<file path="src/rtl/ccs_pkg.sv">
`default_nettype none

package ccs_pkg;

  // Scan modes
  localparam logic [1:0] ModeCode   = 2'd0;
  localparam logic [1:0] ModeLine   = 2'd1;
  localparam logic [1:0] ModeBlock  = 2'd2;
  localparam logic [1:0] ModeString = 2'd3;

  // Characters the scanner reacts to
  localparam logic [7:0] ChBslash = 8'h5C;
  localparam logic [7:0] ChLf     = 8'h0A;
  localparam logic [7:0] ChCr     = 8'h0D;
  localparam logic [7:0] ChStar   = 8'h2A;
  localparam logic [7:0] ChSlash  = 8'h2F;
  localparam logic [7:0] ChQuote  = 8'h22;

  typedef struct packed {
    logic [7:0] in_byte;
    logic       end_of_text;
  } ccs_in_t;

  typedef struct packed {
    logic [7:0] out_byte;
    logic       run_last;
  } ccs_out_t;

endpackage

`default_nettype wire

</file>
<file path="src/rtl/c_comment_stripper.sv">
// C comment stripper.
// The input channel (in_valid_i/in_ready_o/in_data_i) carries one source byte
// per beat, with end_of_text set on the final byte of a text. The output
// channel (out_valid_o/out_ready_i/out_data_o) carries the bytes that remain
// after C and C++ comments are removed; each input beat yields zero, one or two
// output beats, and run_last marks the last output beat of an input beat.
// The scanner state (mode and previous byte) is updated in the cycle the input
// beat is accepted, and its results are loaded into a two-entry output buffer.
// The first output beat of an accepted input beat appears in the cycle after it is accepted.
// Throughput is one input beat per cycle while every input yields at most one
// byte and the receiver takes a beat every cycle; an input that yields two
// bytes holds the input off until the two-entry output buffer drains to at
// most one entry with a pop in progress, and only then is the next beat taken.
// When the receiver stalls, the buffered beats hold and in_ready_o drops once
// the buffer cannot take a full two-byte result.
// Reset puts the scanner in code mode with a zero previous byte and empties
// the output buffer; end_of_text does the same to the scanner after its byte.
`default_nettype none

module c_comment_stripper (
  input  wire logic             clk_i,
  input  wire logic             rst_ni,
  input  wire logic             in_valid_i,
  output logic                  in_ready_o,
  input  wire ccs_pkg::ccs_in_t in_data_i,
  output logic                  out_valid_o,
  input  wire logic             out_ready_i,
  output ccs_pkg::ccs_out_t     out_data_o
);

  logic [1:0] mode_q, mode_d;
  logic [7:0] prev_q, prev_d;
  logic [1:0] count_q, count_d;
  logic [7:0] buf0_q, buf0_d, buf1_q, buf1_d;
  logic       last0_q, last0_d;

  logic       in_fire, out_fire;
  logic [1:0] num_res;
  logic [7:0] res0, res1;
  logic [7:0] cur;
  logic [1:0] scan_mode;
  logic [7:0] next_prev;

  assign cur      = in_data_i.in_byte;
  assign out_fire = out_valid_o && out_ready_i;
  // A beat is taken only when a two-byte result surely fits.
  assign in_ready_o = (count_q == 2'd0) || ((count_q == 2'd1) && out_ready_i);
  assign in_fire    = in_valid_i && in_ready_o;

  always_comb begin
    num_res   = 2'd0;
    res0      = cur;
    res1      = cur;
    scan_mode = mode_q;
    next_prev = cur;
    case (mode_q)
      ccs_pkg::ModeLine: begin
        if (prev_q != ccs_pkg::ChBslash &&
            (cur == ccs_pkg::ChLf || cur == ccs_pkg::ChCr)) begin
          num_res   = 2'd1;
          next_prev = '0;
          scan_mode = ccs_pkg::ModeCode;
        end
      end
      ccs_pkg::ModeBlock: begin
        if (prev_q == ccs_pkg::ChStar && cur == ccs_pkg::ChSlash) begin
          next_prev = '0;
          scan_mode = ccs_pkg::ModeCode;
        end
      end
      ccs_pkg::ModeString: begin
        if (prev_q == ccs_pkg::ChBslash) begin
          // Escaped pair goes out as a unit and cannot close the string.
          num_res   = 2'd2;
          res0      = prev_q;
          next_prev = '0;
        end else if (cur != ccs_pkg::ChBslash) begin
          num_res = 2'd1;
          if (cur == ccs_pkg::ChQuote) scan_mode = ccs_pkg::ModeCode;
        end
      end
      default: begin
        if (prev_q == ccs_pkg::ChSlash) begin
          if (cur == ccs_pkg::ChSlash) begin
            scan_mode = ccs_pkg::ModeLine;
          end else if (cur == ccs_pkg::ChStar) begin
            // Clearing prev keeps the opening star from closing the comment.
            scan_mode = ccs_pkg::ModeBlock;
            next_prev = '0;
          end else begin
            num_res = 2'd2;
            res0    = prev_q;
          end
        end else if (cur != ccs_pkg::ChSlash) begin
          num_res = 2'd1;
          if (cur == ccs_pkg::ChQuote) scan_mode = ccs_pkg::ModeString;
        end
      end
    endcase
  end

  always_comb begin
    mode_d  = mode_q;
    prev_d  = prev_q;
    count_d = count_q;
    buf0_d  = buf0_q;
    buf1_d  = buf1_q;
    last0_d = last0_q;
    if (out_fire) begin
      count_d = count_q - 2'd1;
      buf0_d  = buf1_q;
      last0_d = 1'b1;
    end
    if (in_fire) begin
      if (in_data_i.end_of_text) begin
        mode_d = ccs_pkg::ModeCode;
        prev_d = '0;
      end else begin
        mode_d = scan_mode;
        prev_d = next_prev;
      end
      // The buffer is empty after this cycle's pop whenever a beat is taken.
      count_d = num_res;
      buf0_d  = res0;
      buf1_d  = res1;
      last0_d = (num_res != 2'd2);
    end
  end

  always_ff @(posedge clk_i or negedge rst_ni) begin
    if (!rst_ni) begin
      mode_q  <= ccs_pkg::ModeCode;
      prev_q  <= '0;
      count_q <= '0;
    end else begin
      mode_q  <= mode_d;
      prev_q  <= prev_d;
      count_q <= count_d;
    end
  end

  always_ff @(posedge clk_i) begin
    buf0_q  <= buf0_d;
    buf1_q  <= buf1_d;
    last0_q <= last0_d;
  end

  assign out_valid_o         = (count_q != 2'd0);
  assign out_data_o.out_byte = buf0_q;
  assign out_data_o.run_last = last0_q;

  a_count_bound: assert property (@(posedge clk_i) disable iff (!rst_ni)
    count_q != 2'd3)
    else $error("output buffer count out of range");

  a_pair_loads: assert property (@(posedge clk_i) disable iff (!rst_ni)
    (in_fire && num_res == 2'd2) |=> (count_q == 2'd2 && !out_data_o.run_last))
    else $error("two-byte result not buffered as a pair");

  a_stall_holds: assert property (@(posedge clk_i) disable iff (!rst_ni)
    (count_q == 2'd2 && !out_ready_i) |=> (count_q == 2'd2 && $stable(buf0_q)))
    else $error("buffered beat changed under stall");

  a_no_accept_full: assert property (@(posedge clk_i) disable iff (!rst_ni)
    (count_q == 2'd2) |-> !in_ready_o)
    else $error("input taken while buffer full");

endmodule

`default_nettype wire
</file>
<file path="config.mk">
export PLATFORM = sky130hd
export DESIGN_NAME = c_comment_stripper
export DESIGN_NICKNAME = d
export VERILOG_FILES = /design/src/rtl/ccs_pkg.sv /design/src/rtl/c_comment_stripper.sv
export SDC_FILE = /design/constraint.sdc
export NUM_CORES = 1
export LEC_CHECK = 0
export ABC_CLOCK_PERIOD_IN_PS = 2600
export BUFFER_PORTS_ARGS = -buffer_cell sky130_fd_sc_hd__buf_2
export CORE_MARGIN = 2
export CORE_UTILIZATION = 25
export DETAILED_ROUTE_END_ITERATION = 8
export PLACE_DENSITY_LB_ADDON = 0.25
export SETUP_SLACK_MARGIN = 0.1
export SLEW_MARGIN = 15
export SYNTH_ARGS = -nofsm -noshare
export SYNTH_HDL_FRONTEND = slang
export SYNTH_SLANG_ARGS = --single-unit
</file>
<file path="constraint.sdc">
create_clock -name clk_i -period 2.6 [get_ports clk_i]
set_clock_uncertainty 0.1 [all_clocks]
set_input_delay 0.13 -clock clk_i [delete_from_list [all_inputs] [get_ports clk_i]]
set_output_delay 0.13 -clock clk_i [all_outputs]
set_load 0.1 [all_outputs]
</file>
======== Word-level counts from Yosys, hierarchy flattened ========
Index checks and enable logic that the tools add are counted.
storage, ports and cells
  flip-flop bits (word level) ............. 29
  input port bits ......................... 13
  output and inout port bits .............. 11
  logic and storage cells ................. 82
operators by class
  $add $sub $neg .......................... 1
  eq/ne operators ......................... 22
  mux-type cells .......................... 39
  reduce and logical (&&, ||, !) cells .... 14
operator list
  kind                 count
  $mux 8               13
  $eq 8x6->1 const B   5
  $mux 2               17
  $pmux 8 s3           1
  $eq 8x4->1 const B   2
  $ne 8x7->1 const B   2
  $pmux 8 s2           1
  $ne 3x3->1 const B   5
  $pmux 2 s3           2
  $reduce_and 9->1     1
  $eq 8x7->1 const B   1
  $ne 8x6->1 const B   1
  $ne 7x3->1 const B   1
  $reduce_bool 6->1    1
  $logic_and 1x1->1    5
  $mux 1               5
  $reduce_bool 5->1    1
  $eq 2x1->1 const B   2
  $eq 2x2->1 const B   2
  $reduce_bool 2->1    2
  $logic_not 2->1      1
  $logic_or 1x1->1     2
  $ne 2x2->1 const B   1
  $reduce_or 2->1      1
  $sub 2x1->2 const B  1

======== Logic depth before layout (Yosys ltp) ========
  depth in word-level cells ............... 7
  gate-level depth with buffers ........... 9
  mapped depth without buffers ............ 9

======== Worst setup path after synthesis ========
Ideal clock, no wire load.
  path type ............................... reg-to-reg
  from .................................... reg count_q[0]
  to ...................................... reg count_q[1]
  data arrival time ....................... 3,309 ps
  path slack .............................. -886 ps
  stages on the path, launching flop included .. 9
  buffers on the path ..................... 0
  period minus slack after synthesis ...... 3,486 ps
  path through ............................ dfrtp_1 inv_1 ha_1 inv_1 nand2_1 nand2_1 clkinv_1 mux2_2 a21oi_1
between the ends
  elaborated cells on any way between the ends .. 11
RTL lines
  item                                line                       text
  start: declaration                  c_comment_stripper.sv:33   logic [1:0] count_q, count_d;
  start signal: assignment            c_comment_stripper.sv:138  count_q <= count_d;
  $reduce_bool 2->1                   c_comment_stripper.sv:148  assign out_valid_o = (count_q != 2'd0);
  named net out_valid_o               c_comment_stripper.sv:26   output logic out_valid_o,
  $logic_and 1x1->1                   c_comment_stripper.sv:45   assign out_fire = out_valid_o && out_ready_i;
  $reduce_bool 2->1 (no source line)  --
The timed path passes the listed nets, and every way through them passes these cells. The select of a mux whose other input is x is not followed.
A chain may end at the register's enable or synchronous reset.

======== Final worst setup path ========
  from .................................... reg prev_q[7]
  to ...................................... reg prev_q[3]
between the ends
  longest elaborated chain between the ends .. 5
  elaborated cells on any way between the ends .. 12
RTL lines
  item                                      line                                                text
  start: declaration                        c_comment_stripper.sv:32                            logic [7:0] prev_q, prev_d;
  start signal: assignment                  c_comment_stripper.sv:137                           prev_q <= prev_d;
  $eq 8x6->1 or $ne 8x7->1 (tied branches)  c_comment_stripper.sv:66, c_comment_stripper.sv:58
  $logic_and 1x1->1 (on tied branches)      c_comment_stripper.sv:66, c_comment_stripper.sv:58
  $mux 8 (on tied branches)                 c_comment_stripper.sv:66, c_comment_stripper.sv:58
  $pmux 8 s3 *                              c_comment_stripper.sv:56                            case (mode_q)
  $mux 8 *                                  c_comment_stripper.sv:115                           if (in_data_i.end_of_text) begin
Mark *: on every way between the ends. The rest lies on a longest branch, timed or not.

==> results.toml <==
[run_status]
status = "complete, no violations"

[floorplan]
start_util_pct = 25.9
dieArea_sq_um = 7290
fp.coreArea_sq_um = 6390
fp.dieH_um = 85.4
boundaryPins = 24
die_w_um = 85.4
rows = 29

[worst_setup_path]
worstSetupPathType = "register to register"
r2r_slack_ns = 0.40
rr_endpoint = "prev_q[3]"
worstPathMaxFanout = 6
worstPathRequired_ns = 2.72
critPathMaxStageDelay_ns = 0.53
r2r-start = "prev_q[7]"
start_kind = "register"
crit_path_top_delay_cell = "a311oi_2"
r2r_cells = 6
critPathArrivalTime_ns = 2.32
path_cells = "nand3b_1 > nor4_2 > o21ai_2 > a311oi_2 > o21a_1 > a22o_1"
end_kind = "register"

[yosys]
synthXorXnorAreaFrac_pct = 0.529
seq_area_frac_synth_pct = 48.9
synth_top_family_by_area = "simple AND/OR/NAND/NOR gates"
ys_async_sr_fraction_pct = 41.4
synth_adder_area_share_pct = 4.53
synth-main-ff-cell = "edfxtp_1"
synthDistinctLibCells = 50
yosysMostFrequentCell = "nand2_1"
ys_warn_count = 0
synthTopCellsByArea = "edfxtp_1 (31%), dfrtp_1 (18%), nand2_1 (5.0%), ha_1 (4.5%), a22o_1 (3.7%)"
synth_commonest_cells = "nand2_1 (22), edfxtp_1 (17), dfrtp_1 (12)"
synth_compound_area_share_pct = 16.7
syn_avg_cell_area_sq_um = 10.5
yosys.area.top_type_share_pct = 30.8
syn_nets = 177
synth_area_sq_um = 1660
synthCells = 158
ys_ff_latch = 29
synth-edff-count = 17
synth_mux_area_share_pct = 2.57
yosysTopAreaCell = "edfxtp_1"
synth-simple-area-share_pct = 22.8

[global_routing]
antenna_found_initial = 0
grt_pass1_vias = 1234
grt_usage_pct = 11.7
grt_pass1_wl_um = 6560
grt_max_degree = 17
grt-ovfl-total = 0

[clock_tree]
clk-insertion-delay-late_ns = 0.28
post_cts_buffers = 0
path_clk_slew_ns = 0.06
clockBufferDepth = 2
cts_buffers = 5
hold_buffers = 1
cts_sinks = 29
ctsResizeCount = 0
cts_tree = "yes"
cts_root_buf = "clkbuf_8"
htreeDepth = 2

[sta]
setup-tns-final_ns = 0
finalSetupViolCount = 0
hold_viol = 0
tightest_slew_ns = 0.547
rsz0062_at_grt = "false"
slew_viol_final = 0
post-route-period-util_pct = 84.8
max_freq_mhz = 454
post-route-min-period_ns = 2.20
slew_headroom_pct = 63.6

[detailed_routing]
drcViolationCount = 0
drtIter0Drc = 68
via_per_inst = 4.88
drt_pass1_iterations = 4
postRouteAntennaNets = 0
wl_per_cell_um = 15.5
via_count = 1270
drt_wl_total_um = 4030

[cells_and_area]
drive_above_1_share_pct = 25.7
n_antenna_cell = 0
final.fill_count = 684
nets = 201
fin_util_pct = 31.0
final_cells = 260
multi_input_area_sq_um = 800
seq_area_sq_um = 811
syn2layout_area_growth_pct = 19.6

[worst_hold_path]
min_path_cells = 1
hold_path_end = "buf1_q[3]"
min-delay-start = "in_data_i[4]"
hold_path.class = "primary input to register"

[pwr]
ir_worst_vdd_mv = 0.461
powerDensity_nw_per_um2 = 1190
p_total_mw = 2.36
p_leak_nw = 0.808

[place]
dp_hpwl_um = 2990
dp_cells = 251
io_buffers = 23
place.gp.congestion = 0.806

[flow_run]
drv_cap = 0
[power breakdown]
group | total, mW | switching, mW | internal, mW
clock | 0.462 | 0.180 | 0.283
combinational | 1.16 | 0.849 | 0.310
sequential | 0.734 | 0.0796 | 0.655
total | 2.36 | 1.11 | 1.25
[registers in the layout, summed over array words and instances (netlist names)]
| register | cells |
|---|---|
| buf0_q | 8 |
| buf1_q | 8 |
| prev_q | 8 |
| count_q | 2 |
| mode_q | 2 |
| last0_q | 1 |
[area by class of cell]
cell class                 count  share of cell area, %
clock buffer                   6                   3.66
clock inverter                 2                   1.71
inverter                       8                   1.77
multi-input combinational    113                   40.4
sequential                    29                   40.9
tap                           77                   4.86
timing repair buffer          25                   6.70
[kinds of logic after synthesis]
kind of cell,after synthesis
DFF,29
and+or+nand+nor,64
muxes,4
buffers and inverters,16
adders and majority gates,6
xor gates and xnor gates,1
AOI/OAI and AO/OA,38
[routing by layer]
layer,vias to the layer above,track usage [%],share of wire (%)
met1,606,16.4,49
met3,5,2.53,3.6
met4,0,4.33,1.4
met2,26,17.8,46
li1,633,-,-
met5,-,0,0
[worst max-delay path, delay by kind of cell (launching register included)]
| family | cells | cell delay, ns |
|---|---|---|
| compound gates | 4 | 1.05 |
| flops | 1 | 0.40 |
| simple gates | 2 | 0.61 |
[stage by stage]
step	setup WS, ns	hold slack, ns	cell area [sq um]
floorplan	0.128	-0.266	1680
global placement	0.376	-0.0725	1860
detailed placement	0.403	-0.0674	1860
CTS	0.397	0.0257	1980
global route	0.233	0.0331	1980
finish	0.396	0.0226	1980
[worst max-delay path by stage]
stage	start	endpoint	slack, ns	depth (start not counted)
6_report	prev_q[7]	prev_q[3]	0.40	6
5_1_grt	prev_q[7]	prev_q[3]	0.23	6
4_1_cts	prev_q[7]	prev_q[3]	0.40	6
3_5_place_dp	prev_q[7]	prev_q[1]	0.40	6
3_3_place_gp	prev_q[7]	prev_q[3]	0.38	6
2_1_floorplan	count_q[0]	prev_q[5]	0.13	8
[cell usage in the layout, fill, tap and decap left out, types with 3 or more instances in the layout]
| cell | netlist | final |
|---|---|---|
| a21oi_1 | 11 | 11 |
| nand3_1 | 3 | 3 |
| nor2_1 | 9 | 9 |
| nand2_1 | 22 | 20 |
| clkbuf_8 | 0 | 5 |
| inv_1 | 7 | 6 |
| dfrtp_1 | 12 | 12 |
| a22o_1 | 7 | 7 |
| nand2b_1 | 3 | 3 |
| edfxtp_1 | 17 | 17 |
| buf_2 | 1 | 23 |
| ha_1 | 6 | 6 |
| o21ai_0 | 5 | 5 |
(Power assumes the default switching activity.)
